**config.mk**
```make
export PLATFORM = sky130hd
export DESIGN_NAME = integer_to_radix_ascii
export DESIGN_NICKNAME = d
export VERILOG_FILES = /design/src/itoa_pkg.sv /design/src/integer_to_radix_ascii.sv /design/src/itoa_cell.sv /design/src/itoa_chain.sv
export SDC_FILE = /design/constraint.sdc
export NUM_CORES = 1
export LEC_CHECK = 0
export BUFFER_PORTS_ARGS = -buffer_cell sky130_fd_sc_hd__buf_2
export CAP_MARGIN = 30
export CELL_PAD_IN_SITES_DETAIL_PLACEMENT = 0
export CELL_PAD_IN_SITES_GLOBAL_PLACEMENT = 1
export CORE_UTILIZATION = 53
export CTS_CLUSTER_SIZE = 10
export DETAILED_ROUTE_END_ITERATION = 10
export PLACE_DENSITY = 0.87
export SLEW_MARGIN = 0
export SYNTH_ARGS = -nofsm -noshare
export SYNTH_HDL_FRONTEND = slang
export SYNTH_SLANG_ARGS = --single-unit
```
**constraint.sdc**
```tcl
create_clock -name clk -period 21.6 [get_ports clk]
set_input_delay 2.16 -clock clk [delete_from_list [all_inputs] [get_ports clk]]
set_output_delay 2.16 -clock clk [all_outputs]
set_load 0.02 [all_outputs]
```
**src/itoa_pkg.sv**
```systemverilog
// shared types, constants and the digit-to-ascii mapping for the radix converter
package itoa_pkg;

  localparam int DIGIT_W = 6;
  localparam int CHAR_W  = 7;
  localparam int RADIX_W = 6;

  localparam logic [RADIX_W-1:0] RADIX_RESET = 6'd10;
  localparam logic [RADIX_W-1:0] RADIX_MIN   = 6'd2;
  localparam logic [RADIX_W-1:0] RADIX_MAX   = 6'd36;

  // register index carried in paddr[2]
  localparam logic REG_RADIX = 1'b0;

  localparam logic [CHAR_W-1:0] CHAR_MINUS = 7'd45;
  localparam logic [CHAR_W-1:0] CHAR_ZERO  = 7'd48;
  localparam logic [CHAR_W-1:0] CHAR_A     = 7'd97;

  typedef struct packed {
    logic clear;
    logic shift;
  } chain_ctl_t;

  function automatic logic [CHAR_W-1:0] digit_to_ascii(input logic [DIGIT_W-1:0] d);
    logic [CHAR_W-1:0] code;
    if (d < DIGIT_W'(10)) begin
      code = CHAR_ZERO + CHAR_W'(d);
    end else begin
      code = CHAR_A + CHAR_W'(d) - CHAR_W'(10);
    end
    return code;
  endfunction

endpackage

```
**src/integer_to_radix_ascii.sv**
```systemverilog
// top level: apb radix register, request control and character output register
//
//   channel  direction  handshake              payload
//   in       input      in_valid / in_ready    in_value (signed, WORD_BITS)
//   out      output     out_valid / out_ready  out_character (7), out_last_char (1)
//   cfg      input      psel/penable/pready    paddr, pwdata, pwrite -> prdata
//
// a request is converted one magnitude bit per cycle through the cell row (WORD_BITS
// bits), then the digit count is latched, then the digits leave one per cycle while
// the output is free; the minus sign goes out first, as soon as the output is free.
// rst_n is synchronous; it clears control state and sets the radix to ten.
// a stalled output holds the character; in_ready rises once the last one is loaded.
module integer_to_radix_ascii import itoa_pkg::*; #(
  parameter int WORD_BITS = 32
) (
  input  logic                   clk,
  input  logic                   rst_n,
  input  logic                   in_valid,
  output logic                   in_ready,
  input  logic [WORD_BITS-1:0]   in_value,
  output logic                   out_valid,
  input  logic                   out_ready,
  output logic [CHAR_W-1:0]      out_character,
  output logic                   out_last_char,
  input  logic                   psel,
  input  logic                   penable,
  input  logic                   pwrite,
  input  logic [2:0]             paddr,
  input  logic [31:0]            pwdata,
  output logic [31:0]            prdata,
  output logic                   pready
);

  localparam int CW    = $clog2(WORD_BITS+1);
  localparam int IDX_W = $clog2(WORD_BITS);

  typedef enum logic [3:0] {
    S_IDLE = 4'b0001,
    S_CONV = 4'b0010,
    S_PREP = 4'b0100,
    S_EMIT = 4'b1000
  } state_t;

  state_t               state_r, state_nxt;
  logic [RADIX_W-1:0]   radix_r, radix_nxt;
  logic [RADIX_W-1:0]   radix_eff;
  logic [WORD_BITS-1:0] mag_r, mag_nxt;
  logic [CW-1:0]        step_r, step_nxt;
  logic                 neg_pending_r, neg_pending_nxt;
  logic [IDX_W-1:0]     idx_r, idx_nxt;
  logic                 out_valid_r, out_valid_nxt;
  logic [CHAR_W-1:0]    out_char_r, out_char_nxt;
  logic                 out_last_r, out_last_nxt;
  logic                 in_fire;
  logic                 out_free;
  chain_ctl_t           ctl;
  logic [DIGIT_W-1:0]   rd_digit;
  logic [CW-1:0]        digit_count;

  assign pready = 1'b1;

  always_comb begin
    radix_nxt = radix_r;
    if (psel && penable && pwrite && paddr[2] == REG_RADIX) begin
      radix_nxt = pwdata[RADIX_W-1:0];
    end
    prdata = (paddr[2] == REG_RADIX) ? {{(32-RADIX_W){1'b0}}, radix_r} : '0;
  end

  // out-of-range radix values saturate
  always_comb begin
    priority if (radix_r < RADIX_MIN) begin
      radix_eff = RADIX_MIN;
    end else if (radix_r > RADIX_MAX) begin
      radix_eff = RADIX_MAX;
    end else begin
      radix_eff = radix_r;
    end
  end

  assign in_ready = (state_r == S_IDLE);
  assign in_fire  = in_valid && in_ready;
  assign out_free = !out_valid_r || out_ready;

  always_comb begin
    state_nxt       = state_r;
    mag_nxt         = mag_r;
    step_nxt        = step_r;
    neg_pending_nxt = neg_pending_r;
    idx_nxt         = idx_r;
    out_valid_nxt   = out_valid_r && !out_ready;
    out_char_nxt    = out_char_r;
    out_last_nxt    = out_last_r;
    ctl.clear       = 1'b0;
    ctl.shift       = 1'b0;

    unique case (state_r)
      S_IDLE: begin
        if (in_fire) begin
          // two's complement negate also gives the true magnitude of the most negative value
          mag_nxt         = in_value[WORD_BITS-1] ? (~in_value + WORD_BITS'(1)) : in_value;
          neg_pending_nxt = in_value[WORD_BITS-1];
          step_nxt        = CW'(WORD_BITS);
          ctl.clear       = 1'b1;
          state_nxt       = S_CONV;
        end
      end
      S_CONV: begin
        ctl.shift = 1'b1;
        mag_nxt   = {mag_r[WORD_BITS-2:0], 1'b0};
        step_nxt  = step_r - CW'(1);
        if (step_r == CW'(1)) begin
          state_nxt = S_PREP;
        end
      end
      S_PREP: begin
        idx_nxt   = IDX_W'(digit_count - CW'(1));
        state_nxt = S_EMIT;
      end
      S_EMIT: begin
        if (!neg_pending_r && out_free) begin
          out_valid_nxt = 1'b1;
          out_char_nxt  = digit_to_ascii(rd_digit);
          out_last_nxt  = (idx_r == '0);
          if (idx_r == '0) begin
            state_nxt = S_IDLE;
          end else begin
            idx_nxt = idx_r - IDX_W'(1);
          end
        end
      end
      default: begin
        state_nxt = S_IDLE;
      end
    endcase

    // the sign goes out first, as soon as the output is free; the digits wait for it
    if (state_r != S_IDLE && neg_pending_r && out_free) begin
      out_valid_nxt   = 1'b1;
      out_char_nxt    = CHAR_MINUS;
      out_last_nxt    = 1'b0;
      neg_pending_nxt = 1'b0;
    end
  end

  itoa_chain #(
    .NCELL (WORD_BITS)
  ) u_chain (
    .clk         (clk),
    .ctl         (ctl),
    .bit_in      (mag_r[WORD_BITS-1]),
    .radix       (radix_eff),
    .rd_idx      (idx_r),
    .rd_digit    (rd_digit),
    .digit_count (digit_count)
  );

  always_ff @(posedge clk) begin
    if (!rst_n) begin
      state_r       <= S_IDLE;
      radix_r       <= RADIX_RESET;
      out_valid_r   <= 1'b0;
      neg_pending_r <= 1'b0;
    end else begin
      state_r       <= state_nxt;
      radix_r       <= radix_nxt;
      out_valid_r   <= out_valid_nxt;
      neg_pending_r <= neg_pending_nxt;
    end
  end

  always_ff @(posedge clk) begin
    mag_r      <= mag_nxt;
    step_r     <= step_nxt;
    idx_r      <= idx_nxt;
    out_char_r <= out_char_nxt;
    out_last_r <= out_last_nxt;
  end

  assign out_valid     = out_valid_r;
  assign out_character = out_char_r;
  assign out_last_char = out_last_r;

endmodule

```
**src/itoa_cell.sv**
```systemverilog
// one digit cell: doubles its digit, adds the carry from below, reduces by the radix
module itoa_cell import itoa_pkg::*; (
  input  logic               clk,
  input  chain_ctl_t         ctl,
  input  logic [RADIX_W-1:0] radix,
  input  logic               carry_in,
  output logic               gen,
  output logic               prop,
  output logic [DIGIT_W-1:0] digit
);

  logic [DIGIT_W-1:0] digit_r;
  logic [DIGIT_W-1:0] digit_nxt;
  logic [DIGIT_W:0]   dbl;
  logic [DIGIT_W:0]   sum;
  logic               carry_out;

  always_comb begin
    dbl       = {digit_r, 1'b0};
    gen       = dbl >= {1'b0, radix};
    // 2d + 1 hits the radix exactly: carry out only if a carry comes in
    prop      = (dbl + (DIGIT_W+1)'(1)) == {1'b0, radix};
    sum       = dbl + (DIGIT_W+1)'(carry_in);
    carry_out = gen | (prop & carry_in);
    digit_nxt = digit_r;
    if (ctl.clear) begin
      digit_nxt = '0;
    end else if (ctl.shift) begin
      digit_nxt = carry_out ? DIGIT_W'(sum - {1'b0, radix}) : DIGIT_W'(sum);
    end
  end

  always_ff @(posedge clk) begin
    digit_r <= digit_nxt;
  end

  assign digit = digit_r;

endmodule

```
**src/itoa_chain.sv**
```systemverilog
// row of digit cells with a lookahead carry path and a significant-digit count
module itoa_chain import itoa_pkg::*; #(
  parameter int NCELL = 32
) (
  input  logic                       clk,
  input  chain_ctl_t                 ctl,
  input  logic                       bit_in,
  input  logic [RADIX_W-1:0]         radix,
  input  logic [$clog2(NCELL)-1:0]   rd_idx,
  output logic [DIGIT_W-1:0]         rd_digit,
  output logic [$clog2(NCELL+1)-1:0] digit_count
);

  localparam int CW = $clog2(NCELL+1);

  logic [NCELL-1:0]   gen;
  logic [NCELL-1:0]   prop;
  logic [NCELL:0]     carry;
  logic [NCELL:0]     sum;
  logic [DIGIT_W-1:0] digits [NCELL];
  logic [CW-1:0]      count_r;
  logic [CW-1:0]      count_nxt;

  genvar i;
  generate
    for (i = 0; i < NCELL; i++) begin : g_cell
      itoa_cell u_cell (
        .clk      (clk),
        .ctl      (ctl),
        .radix    (radix),
        .carry_in (carry[i]),
        .gen      (gen[i]),
        .prop     (prop[i]),
        .digit    (digits[i])
      );
    end
  endgenerate

  // generate and propagate are exclusive, so one add resolves every carry
  always_comb begin
    sum   = {1'b0, gen} + {1'b0, gen | prop} + (NCELL+1)'(bit_in);
    carry = {sum[NCELL], sum[NCELL-1:0] ^ prop};
  end

  // doubling adds at most one digit per step
  always_comb begin
    count_nxt = count_r;
    if (ctl.clear) begin
      count_nxt = CW'(1);
    end else if (ctl.shift && carry[count_r]) begin
      count_nxt = count_r + CW'(1);
    end
  end

  always_ff @(posedge clk) begin
    count_r <= count_nxt;
  end

  assign rd_digit    = digits[rd_idx];
  assign digit_count = count_r;

endmodule

```
==> flow_summary_export.csv <==
group,metric,value,unit
hold_path,min-delay-start,"out_character[2]",
drt,wire_per_inst,20.0,um
grt,grt_overflow,0,
grt,grt_max_degree,98,
placement,numPortBuffers,61,
yosys,synth-main-ff-cell,"dfxtp_1",
run,cap_violations,0,
timing,post-route-min-period,9310,ps
clock_tree,insertion_delay,570,ps
grt,grt_pass1_vias,19700,
timing,final.setup.tns,0,ps
setup_path,critPathArrivalTime,9740,ps
yosys,avgSynthCellArea,8.64,um2
timing,fin_skew,24.2,ps
yosys,synth_top_area_frac,0.185,
clock_tree,cts_hold_buf,0,
setup_path,crit_top_cell,"ha_1",
yosys,synth_warnings,0,
hold_path,min_delay_worst_endpoint,"out_character[2]",
yosys,synth_area_leaders,"dfxtp_1 (19%), ha_1 (13%), mux4_2 (6.7%)",
floorplan,rows,76,
timing,relSlewSlack,0.327,
setup_path,worstSetupPathType,"reg -> reg",
yosys,synth_edf_count,43,
drt,firstDrtPassIters,6,
setup_path,critical_path.slowest_cell,"buf_4",
floorplan,coreArea,0.0435,mm2
setup_path,cp-start-kind,"register",
cells_and_area,drive_above_1_share,0.103,
clock_tree,cts_setup_buffers,0,
yosys,ys_ff_latch,261,
yosys,synth_area,0.0236,mm2
grt,grt_pass1_wl,107000,um
cells_and_area,fill_cells,3921,
grt,antenna_found_initial,0,
timing,report.final.setup_viol,0,
cells_and_area,final_common_cell,"o21ai_0",
yosys,synth_top_area_cell,"dfxtp_1",
cells_and_area,syn_to_final_growth,8.11,%
placement,gp_congestion,0.953,
cells_and_area,regArea,0.00566,mm2
clock_tree,clk_pin_slew,50,ps
clock_tree,htreeDepth,2,
grt,grt_util_all_layers,0.299,
timing,rsz0062_at_grt,"no",
power,p_total,1.37,mW
yosys,synthCells,2731,
cells_and_area,diodes,0,
power,p_leak,10.8,nW
timing,fin_crit_sh,0.431,
yosys,synthSimpleGateAreaFrac,0.148,
yosys,synthMuxAreaShare,0.106,
setup_path,r2r_cells,33,
cells_and_area,multi_input_area,0.0171,mm2
floorplan,start_util,0.543,
power,power_density,53.9,mW/mm2
drt,drtIter0Drc,1604,
drt,routed-via-count,20900,
setup_path,crit_required,22040,ps
yosys,async_flop_share,0,
yosys,synth_top_family_by_area,"compound AO/OA/AOI/OAI gates",
setup_path,rrSetupSlack,12290,ps
setup_path,r2r-start,"radix_r[5]",
power,max-vdd-ir-drop,0.0523,mV
clock_tree,cts_root_buf,"clkbuf_16",
drt,drtAntennaViolNets,0,
setup_path,r2r-end,"u_chain.digit_count[2]",
yosys,ys_seq_area_frac,0.240,
floorplan,die-area,0.0453,mm2
drt,drt-total-wl,67200,um
yosys,synthDistinctLibCells,94,
clock_tree,numCtsBuffers,36,
drt,drcViolationCount,0,
floorplan,io_pins,117,
cells_and_area,final_nets,3111,
setup_path,endpoint_kind,"register",
clock_tree,clock_sinks,261,
outcome,status,"finished, final reports clean",
drt,via_per_inst,6.23,
floorplan,fp.dieW,213,um
clock_tree,post_cts_resized,0,
clock_tree,cts_tree,"built",
yosys,synth_xor_area_frac,0.0732,
setup_path,critical_path.max_stage_delay,650,ps
floorplan,die_h,213,um
timing,worstMarginPinSlew,1010,ps
hold_path,min_path_cells,2,
hold_path,hold_path_class,"reg -> reg",
placement,dp_hpwl,48000,um
timing,finalHoldViolations,0,
yosys,synth-compound-area-share,0.231,
clock_tree,clockBufferDepth,3,
yosys,synthAdderAreaFrac,0.162,
setup_path,critPathMaxFanout,48,
timing,max_freq,107,MHz
timing,slew_viol_final,0,
cells_and_area,mostFrequentLayoutCells,"o21ai_0 (279), a21oi_1 (258), ha_1 (254), nand2_1 (251), dfxtp_1 (218)",
-- metal layers --
metal | global-route usage | routed length (um) | up-vias
met2 | 0.476 | 29800 | 668
met3 | 0.0452 | 4630 | 135
li1 | - | - | 10100
met5 | 0 | 0 | -
met1 | 0.413 | 30900 | 10000
met4 | 0.0987 | 1890 | 0
-- through the flow --
stage / cell area [um2] / hold WS [ps] / utilization / std cells / setup WS [ps]
3_3_place_gp: 24300 / 469 / 0.559 / 3293 / 12510
3_5_place_dp: 24400 / 479 / 0.560 / 3298 / 12460
6_report: 25500 / 488 / 0.587 / 3361 / 12290
4_1_cts: 25500 / 492 / 0.587 / 3361 / 12400
2_1_floorplan: 23700 / 455 / - / 2756 / 12930
5_1_grt: 25500 / 520 / 0.587 / 3361 / 11690
-- critical path: cells and delay by family, from the launching register on --
family / cells / cell delay, ps
adder cells (fa/ha/maj): 4 / 990
XOR/XNOR: 1 / 190
multiplexers: 2 / 970
AO/OA/AOI/OAI: 13 / 3420
buffers and inverters: 4 / 1560
flip-flops: 1 / 340
AND/OR/NAND/NOR: 9 / 1610
-- Yosys cell counts, types with 6 or more instances --
cell type  instances
o21ai_0          279
a21oi_1          258
ha_1             254
nand2_1          254
dfxtp_1          218
nor2_1           218
a21o_1           122
xor2_1           110
xnor2_1           87
nand3_1           86
clkbuf_1          77
inv_1             76
mux2i_1           74
mux4_2            70
edfxtp_1          43
fa_1              32
buf_4             31
a211oi_1          29
a22o_1            29
nor3_1            27
nor2b_1           23
o211ai_1          18
and3_1            17
buf_1             17
mux2_2            17
nand4b_1          17
o31ai_1           15
or2_2             14
or3_1             13
o21bai_1          12
and2_1            11
a211o_1           10
nand4_1           10
nor4_1            10
or4_1             10
buf_2              9
o22ai_1            8
and4b_1            7
nand3b_1           7
o21a_1             7
o41ai_1            7
o221ai_1           6
-- state kept, by name, summed over array words and instances (netlist names) --
name and flops:
u_chain.g_cell.u_cell.digit 192, mag_r 32, out_character 7, radix_r 6
step_r 6, u_chain.digit_count 6, idx_r 5, state_r 4
neg_pending_r 1, out_last_char 1, out_valid 1
-- cell type report --
class,count,area share
clock buffers,56,0.0422
well taps,585,0.0287
repair buffers,92,0.0214
inverters,77,0.0115
clock inverters,7,0.00275
multi-input cells,2283,0.672
flip-flops and latches,261,0.222
-- power breakdown --
group	leakage [nW]	total [mW]	switching (mW)	internal, mW
combinational	8.10	0.247	0.172	0.0757
clock	0.562	0.587	0.233	0.354
sequential	2.17	0.540	0.0147	0.525
-- cells by family (layout without fill, tap and decap cells) --
kind of cell | count (synthesis) | count (layout)
xor gates and xnor gates | 197 | 197
buffers and inverters | 212 | 232
adders and majority gates | 286 | 286
muxes | 161 | 161
AOI/OAI and AO/OA | 868 | 868
and+or+nand+nor | 744 | 744
DFF | 261 | 261
other | 2 | 27
-- worst max path at each step --
stage | slack (ps) | cells after the start | endpoint | startpoint
global placement | 12510 | 34 | u_chain.digit_count[2] | radix_r[5]
finish | 12290 | 33 | u_chain.digit_count[2] | radix_r[5]
CTS | 12400 | 33 | u_chain.digit_count[2] | radix_r[5]
global route | 11690 | 34 | u_chain.digit_count[2] | radix_r[5]
detailed placement | 12460 | 33 | u_chain.digit_count[2] | radix_r[5]
floorplan | 12930 | 30 | u_chain.digit_count[2] | radix_r[5]
(Power assumes the default switching activity.)
